$ cat config.mk
export PLATFORM = sky130hd
export DESIGN_NAME = pmap_front
export DESIGN_NICKNAME = d
export VERILOG_FILES = /design/src/design/pmap_pkg.sv /design/src/design/pmap_front.sv
export SDC_FILE = /design/constraint.sdc
export NUM_CORES = 1
export LEC_CHECK = 0
export BUFFER_PORTS_ARGS = -buffer_cell sky130_fd_sc_hd__buf_2
export CORE_ASPECT_RATIO = 1.75
export CORE_UTILIZATION = 23
export DETAILED_ROUTE_END_ITERATION = 10
export PLACE_DENSITY_LB_ADDON = 0.3
export SKIP_CTS_REPAIR_TIMING = 1
export SYNTH_ARGS = -nofsm -noshare
export SYNTH_HDL_FRONTEND = slang
export SYNTH_SLANG_ARGS = --single-unit
$ cat constraint.sdc
create_clock -name aclk -period 1.5 [get_ports aclk]
set_input_delay 0.075 -clock aclk [delete_from_list [all_inputs] [get_ports aclk]]
set_output_delay 0.075 -clock aclk [all_outputs]
set_load 0.01 [all_outputs]
$ cat src/design/pmap_pkg.sv
// Shared types and constants for the page map lookup-or-allocate core.
package pmap_pkg;

    localparam int PMAP_BUCKETS   = 1024;
    localparam int PMAP_SLOTS     = 1024;
    localparam int PMAP_QDEPTH    = 4;
    localparam int PN_W           = 32;
    localparam int SLOT_OUT_W     = 10;
    localparam int COUNT_OUT_W    = 11;

    typedef enum logic [2:0] {
        ST_CLEAR,
        ST_IDLE,
        ST_HEAD,
        ST_CMP,
        ST_MISS,
        ST_RESP
    } back_state_t;

    typedef struct packed {
        logic                   hit;
        logic [SLOT_OUT_W-1:0]  slot;
        logic                   full_res;
        logic [COUNT_OUT_W-1:0] alloc_count;
    } pmap_res_t;

endpackage

$ cat src/design/pmap_front.sv
// Front end: accepts page numbers and registers each one with its bucket index.
module pmap_front import pmap_pkg::*; #(
    parameter int BUCKETS = PMAP_BUCKETS,
    parameter int BKT_W   = $clog2(BUCKETS)
) (
    input  logic             aclk,
    input  logic             aresetn,
    input  logic             enable,
    input  logic             in_valid,
    output logic             in_ready,
    input  logic [PN_W-1:0]  in_pn,
    output logic             q_valid,
    input  logic             q_ready,
    output logic [PN_W-1:0]  q_pn,
    output logic [BKT_W-1:0] q_bkt
);

    // BUCKETS is a power of two, so the bucket is the low bits of the page number.
    logic [PN_W-1:0]  pn_reg;
    logic [BKT_W-1:0] bkt_reg;
    logic             vld_reg;
    logic             adv;
    logic             take;

    assign adv      = !vld_reg || q_ready;
    assign in_ready = adv && enable;
    assign take     = in_valid && in_ready;
    assign q_valid  = vld_reg;
    assign q_pn     = pn_reg;
    assign q_bkt    = bkt_reg;

    always_ff @(posedge aclk) begin
        if (!aresetn) begin
            vld_reg <= 1'b0;
        end else if (adv) begin
            vld_reg <= take;
        end
    end

    always_ff @(posedge aclk) begin
        if (take) begin
            pn_reg  <= in_pn;
            bkt_reg <= in_pn[BKT_W-1:0];
        end
    end

endmodule

==> flow_summary_export.csv <==
group,metric,value,unit
synth,syn_nets,85,
floorplan,ioPinCount,81,
min_path,hold_path_depth,2,
clock_tree,clock-sinks,33,
sta,slew_headroom,0.827,
clock_tree,clock_latency,0.27,ns
pwr,p_total,1.94,mW
detailed_routing,drt_pass1_iterations,4,
detailed_routing,wirelength,2410,um
floorplan,die_x,54.5,um
worst_setup_path,path_cells,"nand2b_4 > nor2b_4 > buf_4",
worst_setup_path,reg2regPathDepth,3,
global_route,grt_usage,0.0881,
sta,worst_slew_pin_slew,0.260,ns
floorplan,die_h,93.9,um
floorplan,rows,33,
worst_setup_path,cp_num_buf_inv,1,
synth,ys_ff_latch,33,
detailed_routing,ant_nets,0,
synth,ys_seq_area_frac,0.884,
clock_tree,cts-root-buf,"clkbuf_8",
clock_tree,cts_tree,"built",
pwr,power.leakage,0.841,nW
detailed_routing,drc,0,
worst_setup_path,worstPathMaxFanout,21,
floorplan,dieArea,0.00512,mm2
worst_setup_path,r2r_start,"q_valid",
synth,synth_cells,48,
min_path,hp-start,"aresetn",
pwr,ir_drop,0.525,mV
sta,fin_setup_tns,0,ns
sta,max_freq,864,MHz
placement,portBuffers,80,
cells_and_area,layout_common_cells,"buf_2 (80), dlygate4sd3_1 (32), edfxtp_1 (32)",
sta,finClkSkew,0.00342,ns
cells_and_area,n_antenna_cell,0,
sta,period_minus_slack,1.16,ns
min_path,hold_path_class,"primary input to flop",
worst_setup_path,slowest_delay,0.33,ns
worst_setup_path,critPathLaunchType,"flop",
worst_setup_path,cp-end-kind,"flop",
worst_setup_path,criticalPathCategory,"flop to flop",
global_route,grt_max_degree,22,
floorplan,core_region_area,0.00467,mm2
clock_tree,clk_pin_slew_worst_paths,0.06,ns
worst_setup_path,reg2reg_to,"q_pn[18]",
placement,routabilityCongestion,0.679,
clock_tree,cts_buffers,5,
detailed_routing,wire_per_inst,11.3,um
synth,synth_cell_types,8,
pwr,power_density,1010,mW/mm2
job,max-cap-violations,0,
global_route,grt_overflow,0,
worst_setup_path,crit_family,"flip-flops",
clock_tree,htreeDepth,2,
run_status,run_status,"finished clean",
synth,ys_warn_count,0,
worst_setup_path,cp.required,1.45,ns
cells_and_area,final_common_cell,"buf_2",
sta,drv_slew,0,
synth,avgSynthCellArea,23.1,um2
global_route,grt_pass1_wl,3020,um
synth,synth_area,0.00111,mm2
cells_and_area,syn_to_final_growth,73.5,%
global_route,antenna_found_initial,0,
detailed_routing,drtIter0Drc,12,
sta,period_share,0.772,
sta,rsz0062_at_grt,"false",
cells_and_area,nets,196,
worst_setup_path,crit_arrival,1.11,ns
worst_setup_path,cp_slowest_cell,"dfxtp_1",
global_route,grt_pass1_vias,683,
floorplan,initial_utilization,0.238,
min_path,holdPathEnd,"q_valid",
clock_tree,ctsLongestPathBuffers,2,
cells_and_area,drive_above_1_share,0.581,
sta,setup_viol,0,
sta,hold_viol,0,
worst_setup_path,rrSetupSlack,0.34,ns
detailed_routing,vias,824,
detailed_routing,routed_via_density,3.89,
cell families (layout without fill, tap and decap cells):
family,after synthesis,count (layout),synth area share
flip-flops,33,33,0.884
AND/OR/NAND/NOR,4,4,0.0383
buffers and inverters,10,122,0.0676
AO/OA/AOI/OAI,1,1,0.0101
flip-flops by register name, summed over array words and instances, names as in the netlist:
register / flops
q_pn: 32
q_valid: 1
where the power goes:
group	switching, mW	internal, mW	total (mW)	leakage, nW
Clock	0.283	0.373	0.657	0.0455
Combinational	0.0871	0.129	0.217	0.488
Sequential	0.0113	1.06	1.07	0.308
layer usage:
metal / share of wire / routed length (um) / track usage
met3: 0.088 / 212 / 0.0502
met5: 0 / 0 / 0
met4: 0.029 / 70 / 0.0513
met1: 0.30 / 723 / 0.0617
met2: 0.58 / 1400 / 0.163
cell usage after synthesis, drive strengths merged:
master	number	area share
a21boi	1	0.010
dfxtp	1	0.018
and2	1	0.0079
edfxtp	32	0.87
nand2	1	0.0056
nand2b	1	0.012
nor2b	1	0.012
buf	10	0.068
through the flow:
stage / hold WS (ns) / setup slack [ns] / utilization / cell area, um2 / std cells
after detailed placement: 0.253 / 0.342 / 0.325 / 1520 / 172
after global placement: 0.251 / 0.378 / 0.325 / 1520 / 172
final: 0.0485 / 0.342 / 0.413 / 1930 / 212
after floorplan: 0.174 / 0.128 / - / 1110 / 48
after global routing: 0.0377 / 0.282 / 0.413 / 1930 / 212
after CTS: -0.0429 / 0.331 / 0.344 / 1610 / 180
worst register-to-register path: cells and delay by family, from the launching register on:
kind / cells / cell delay, ns
buffers and inverters: 1 / 0.27
and+or+nand+nor: 2 / 0.23
DFF: 1 / 0.33
cell type report:
| type | instances | area [um2] |
|---|---|---|
| fill | 467 | 2740 |
| clock buffer | 8 | 90.1 |
| sequential | 33 | 981 |
| timing repair buffer | 114 | 736 |
| multi-input combinational | 5 | 53.8 |
| tap | 52 | 65.1 |
worst max path at each step:
| stage | start | end | slack [ns] | cells after the start |
|---|---|---|---|---|
| after floorplan | q_valid | q_pn[0] | 0.13 | 2 |
| after global placement | q_valid | q_pn[5] | 0.38 | 3 |
| after detailed placement | q_valid | q_pn[18] | 0.34 | 3 |
| after CTS | q_valid | q_pn[18] | 0.33 | 3 |
| after global routing | q_valid | q_pn[18] | 0.28 | 3 |
| final | q_valid | q_pn[18] | 0.34 | 3 |
Power figures use the tool's default switching activity.
