<file path="src/design/pmap_pkg.sv">
// Shared types and constants for the page map lookup-or-allocate core.
package pmap_pkg;

    localparam int PMAP_BUCKETS   = 1024;
    localparam int PMAP_SLOTS     = 1024;
    localparam int PMAP_QDEPTH    = 4;
    localparam int PN_W           = 32;
    localparam int SLOT_OUT_W     = 10;
    localparam int COUNT_OUT_W    = 11;

    typedef enum logic [2:0] {
        ST_CLEAR,
        ST_IDLE,
        ST_HEAD,
        ST_CMP,
        ST_MISS,
        ST_RESP
    } back_state_t;

    typedef struct packed {
        logic                   hit;
        logic [SLOT_OUT_W-1:0]  slot;
        logic                   full_res;
        logic [COUNT_OUT_W-1:0] alloc_count;
    } pmap_res_t;

endpackage

</file>
<file path="src/design/pmap_fifo.sv">
// Small first-in first-out queue between the front end and the lookup engine.
module pmap_fifo import pmap_pkg::*; #(
    parameter int WIDTH = PN_W,
    parameter int DEPTH = PMAP_QDEPTH
) (
    input  logic             aclk,
    input  logic             aresetn,
    input  logic             wr_valid,
    output logic             wr_ready,
    input  logic [WIDTH-1:0] wr_data,
    output logic             rd_valid,
    input  logic             rd_ready,
    output logic [WIDTH-1:0] rd_data
);

    localparam int PTR_W = (DEPTH > 1) ? $clog2(DEPTH) : 1;
    localparam int CNT_W = $clog2(DEPTH + 1);

    logic [WIDTH-1:0] store_reg [DEPTH];
    logic [PTR_W-1:0] wp_reg, rp_reg;
    logic [CNT_W-1:0] cnt_reg;
    logic             push, pop;

    assign wr_ready = cnt_reg != CNT_W'(DEPTH);
    assign rd_valid = cnt_reg != '0;
    assign rd_data  = store_reg[rp_reg];
    assign push     = wr_valid && wr_ready;
    assign pop      = rd_valid && rd_ready;

    always_ff @(posedge aclk) begin
        if (!aresetn) begin
            wp_reg  <= '0;
            rp_reg  <= '0;
            cnt_reg <= '0;
        end else begin
            if (push) begin
                wp_reg <= (wp_reg == PTR_W'(DEPTH - 1)) ? '0 : wp_reg + 1'b1;
            end
            if (pop) begin
                rp_reg <= (rp_reg == PTR_W'(DEPTH - 1)) ? '0 : rp_reg + 1'b1;
            end
            if (push && !pop) begin
                cnt_reg <= cnt_reg + 1'b1;
            end else if (pop && !push) begin
                cnt_reg <= cnt_reg - 1'b1;
            end
        end
    end

    always_ff @(posedge aclk) begin
        if (push) begin
            store_reg[wp_reg] <= wr_data;
        end
    end

endmodule

</file>
<file path="config.mk">
export PLATFORM = sky130hd
export DESIGN_NAME = pmap_fifo
export DESIGN_NICKNAME = d
export VERILOG_FILES = /design/src/design/pmap_pkg.sv /design/src/design/pmap_fifo.sv
export SDC_FILE = /design/constraint.sdc
export NUM_CORES = 1
export LEC_CHECK = 0
export ABC_AREA = 1
export CAP_MARGIN = 20
export CORE_MARGIN = 3
export CORE_UTILIZATION = 55
export CTS_BUF_LIST = sky130_fd_sc_hd__clkbuf_8 sky130_fd_sc_hd__clkbuf_16
export DETAILED_ROUTE_END_ITERATION = 16
export DONT_BUFFER_PORTS = 1
export PLACE_DENSITY = 0.7
export SYNTH_ARGS = -nofsm -noshare
export SYNTH_HDL_FRONTEND = slang
export SYNTH_SLANG_ARGS = --single-unit
export TNS_END_PERCENT = 30
</file>
<file path="constraint.sdc">
create_clock -name aclk -period 3.2 [get_ports aclk]
set_clock_uncertainty 0.05 [all_clocks]
set_input_delay 0.48 -clock aclk [delete_from_list [all_inputs] [get_ports aclk]]
set_output_delay 0.48 -clock aclk [all_outputs]
set_load 0.02 [all_outputs]
</file>
==> metrics.txt <==
# TYPE chip_impl_metric gauge
chip_impl_metric{name="grt_first_pass_wirelength",unit="um"} 16080
chip_impl_metric{name="detail-route-antenna-nets",unit=""} 0
chip_impl_metric{name="total_number_of_clock_tree_sinks",unit=""} 137
chip_impl_metric{name="placement.setup.worst_slack",unit="ps"} 962.6
chip_impl_metric{name="top_level_ports",unit=""} 70
chip_impl_metric{name="drt_pass1_iterations",unit=""} 4
chip_impl_info{name="r2r-start",value="cnt_reg[0]"} 1
chip_impl_metric{name="peakVddDrop",unit="V"} 0.0004737
chip_impl_metric{name="grt_start_max_net_pins",unit=""} 65
chip_impl_info{name="tritoncts",value="done"} 1
chip_impl_metric{name="ys_ff_latch",unit=""} 137
chip_impl_metric{name="detailed_place.area",unit="um2"} 5365
chip_impl_info{name="rsz0062_at_grt",value="false"} 1
chip_impl_metric{name="final.min_clock_period",unit="ps"} 2589
chip_impl_metric{name="finalWorstSetupSlack",unit="ps"} 611.4
chip_impl_metric{name="yosys_warnings",unit=""} 0
chip_impl_metric{name="flow.area_growth_from_synthesis",unit="%"} 19.11
chip_impl_metric{name="timing.final.crit_share",unit=""} 0.8090
chip_impl_metric{name="via_per_inst",unit=""} 5.533
chip_impl_metric{name="buffer_ports.inserted",unit=""} 0
chip_impl_metric{name="total_routing_resource_utilization_after_global_routing",unit=""} 0.1941
chip_impl_metric{name="die_y",unit="um"} 103.9
chip_impl_metric{name="timing.critical_path.fanout_max",unit=""} 29
chip_impl_metric{name="detail_route.drc_violations",unit=""} 0
chip_impl_metric{name="timing.critical_path.arrival",unit="ps"} 2060
chip_impl_metric{name="finalHoldWorstSlack",unit="ps"} 38.03
chip_impl_metric{name="timing.final.max_slew_violations",unit=""} 0
chip_impl_metric{name="slew_headroom",unit=""} 0.4554
chip_impl_metric{name="synthXorXnorAreaFrac",unit=""} 0
chip_impl_metric{name="post_synthesis_mean_instance_area",unit="um2"} 13.91
chip_impl_metric{name="power_leakage",unit="uW"} 0.002173
chip_impl_info{name="hold_start",value="aresetn"} 1
chip_impl_metric{name="critical_path_required",unit="ps"} 2670
chip_impl_info{name="setup.worst_path.start_class",value="flop"} 1
chip_impl_metric{name="wirelength",unit="um"} 9868
chip_impl_metric{name="maxClockFrequency",unit="GHz"} 0.3863
chip_impl_metric{name="design.die.area",unit="um2"} 10790
chip_impl_metric{name="dp_wirelength",unit="um"} 5720
chip_impl_metric{name="synthSimpleGateAreaFrac",unit=""} 0.07241
chip_impl_metric{name="muxShareOfSynthArea",unit=""} 0
chip_impl_metric{name="synth_sequential_area_ratio",unit=""} 0.7635
chip_impl_metric{name="place.gp.congestion",unit=""} 0.7528
chip_impl_metric{name="mappedNetlistNets",unit=""} 422
chip_impl_metric{name="h-tree-depth",unit=""} 4
chip_impl_info{name="worst_setup_path_end_kind",value="output port"} 1
chip_impl_info{name="worst_hold_path_type",value="in2reg"} 1
chip_impl_metric{name="post_synth_num_cell_types",unit=""} 21
chip_impl_metric{name="post_detailed_route_wirelength_per_cell",unit="um"} 17.59
chip_impl_metric{name="final_design_area_no_fill",unit="um2"} 6277
chip_impl_metric{name="grt_pass1_vias",unit=""} 3181
chip_impl_metric{name="final_net_count",unit=""} 462
chip_impl_metric{name="placement_rows",unit=""} 35
chip_impl_info{name="synth_top_family_by_area",value="compound AO/OA/AOI/OAI gates"} 1
chip_impl_metric{name="setup_total_negative_slack",unit="ps"} 0
chip_impl_metric{name="total_cts_buffers",unit=""} 17
chip_impl_info{name="outcome",value="finished clean"} 1
chip_impl_metric{name="antenna_violations_before_repair",unit=""} 0
chip_impl_metric{name="drive_gt1_frac",unit=""} 0.1065
chip_impl_metric{name="routedLengthMet1",unit="um"} 4186
chip_impl_metric{name="syn_area",unit="um2"} 5270
chip_impl_metric{name="vias",unit=""} 3104
chip_impl_metric{name="p_per_area",unit="nW/um2"} 884.7
chip_impl_metric{name="die_width",unit="um"} 103.9
chip_impl_metric{name="max_cap_violations",unit=""} 0
chip_impl_metric{name="drt_iter0_drc",unit=""} 164
chip_impl_metric{name="placeable_core_area",unit="um2"} 9284
chip_impl_metric{name="clock_pin_slew_of_the_registers_on_the_worst_case_setup_and_hold_paths",unit="ps"} 60
chip_impl_metric{name="setup_viol",unit=""} 0
chip_impl_metric{name="synth_compound_area_frac",unit=""} 0.1026
chip_impl_metric{name="largest_register_ff_count",unit=""} 128
chip_impl_metric{name="antenna-diode-count",unit=""} 0
chip_impl_metric{name="sum_of_met3_wire_segment_lengths_after_detailed_routing",unit="um"} 606
chip_impl_metric{name="globalRoute.totalOverflow",unit=""} 0
chip_impl_metric{name="synthesis.instances",unit=""} 379
chip_impl_info{name="top_layer",value="met4"} 1
chip_impl_info{name="clockRootBuffer",value="sky130_fd_sc_hd__clkbuf_8"} 1
chip_impl_metric{name="clk_latency",unit="ps"} 510
chip_impl_metric{name="postLayoutCoreUtil",unit=""} 0.6761
chip_impl_metric{name="effective_utilization_at_floorplan",unit=""} 0.5677
chip_impl_metric{name="wl_met2",unit="um"} 4916
chip_impl_metric{name="hold_viol_final",unit=""} 0
chip_impl_metric{name="worst_slew_pin_slew",unit="ps"} 814.9
chip_impl_metric{name="cts_buffer_depth",unit=""} 2
chip_impl_metric{name="synth-adder-area-share",unit=""} 0.01804
chip_impl_info{name="critPathKind",value="reg2out"} 1
==> critical path: stages (launching register included) <==
cell and delay [ps]:
sky130_fd_sc_hd__dfxtp_2 510, sky130_fd_sc_hd__buf_4 350, sky130_fd_sc_hd__o21ai_0 150, sky130_fd_sc_hd__o22ai_1 520
==> placed cells by master (no fill, tap or decap), types with 2 or more instances in the layout <==
| cell | instances |
|---|---|
| sky130_fd_sc_hd__clkbuf_16 | 16 |
| sky130_fd_sc_hd__clkinv_2 | 2 |
| sky130_fd_sc_hd__buf_4 | 8 |
| sky130_fd_sc_hd__clkinv_4 | 3 |
| sky130_fd_sc_hd__nand2_1 | 14 |
| sky130_fd_sc_hd__o21ai_1 | 28 |
| sky130_fd_sc_hd__dlygate4sd3_1 | 32 |
| sky130_fd_sc_hd__ha_1 | 6 |
| sky130_fd_sc_hd__o21ai_0 | 38 |
| sky130_fd_sc_hd__inv_1 | 17 |
| sky130_fd_sc_hd__dfxtp_1 | 8 |
| sky130_fd_sc_hd__nor2_4 | 4 |
| sky130_fd_sc_hd__o22ai_1 | 32 |
| sky130_fd_sc_hd__clkinvlp_4 | 2 |
| sky130_fd_sc_hd__a21oi_1 | 2 |
| sky130_fd_sc_hd__edfxtp_1 | 128 |
| sky130_fd_sc_hd__inv_8 | 2 |
| sky130_fd_sc_hd__nor2_1 | 77 |
| sky130_fd_sc_hd__inv_6 | 2 |
| sky130_fd_sc_hd__bufinv_16 | 3 |
==> layout make-up <==
type,instances,area (um2)
clock inverters,15,177.7
fillers,657,3007
inverters,17,71.32
multi-input cells,206,1047
repair buffers,40,380.4
clock buffers,17,414.1
well taps,129,161.4
flip-flops and latches,137,4025
==> synthesized netlist by cell type, drive strengths merged <==
| library cell | count | area [um2] |
|---|---|---|
| ha | 6 | 75.07 |
| buf | 18 | 153.9 |
| nor2 | 81 | 304.0 |
| nand3b | 1 | 7.510 |
| nand3 | 1 | 5.000 |
| clkbuf | 1 | 3.750 |
| a21oi | 2 | 10.01 |
| inv | 17 | 71.31 |
| edfxtp | 128 | 3844 |
| nand2 | 15 | 58.81 |
| dfxtp | 9 | 180.2 |
| o22ai | 32 | 200.2 |
| nand4 | 1 | 6.260 |
| o21ai | 66 | 330.3 |
| fa | 1 | 20.02 |
==> what timing repair did <==
item,in CTS,in global routing
setup buffers,0,0
hold endpoints to repair,128,0
hold buffers,32,0
gates resized for setup,0,0
==> cells by family after synthesis <==
group           Yosys count
compound gates          100
fa+ha+maj                 7
buf+inv                  36
flops                   137
simple gates             99
==> path summary, 6_finish.rpt <==
kind	slack [ps]	cells after the start	end
max	610	3	rd_data[0]
min	40	2	wp_reg[0]
max reg2reg	960	5	store_reg[2][20]
min reg2reg	470	2	cnt_reg[0]
==> routing by layer <==
layer | up-vias | GRT usage
li1 | 1479 | -
met1 | 1517 | 0.2382
met2 | 92 | 0.3097
met3 | 16 | 0.06890
met4 | 0 | 0.09117
met5 | - | 0
==> where the power goes <==
part	switching [uW]	internal, uW
registers	84.1	2190
logic	1040	326
clock network	721	1190
total	1850	3710
==> metrics by stage <==
stage               instances  power (uW)
floorplan                 379        3419
global placement          497        3599
detailed placement        497        3639
CTS                       561        5596
global route              561        5829
finish                    561        5553
Note: power is estimated with default switching activity, not from simulation.
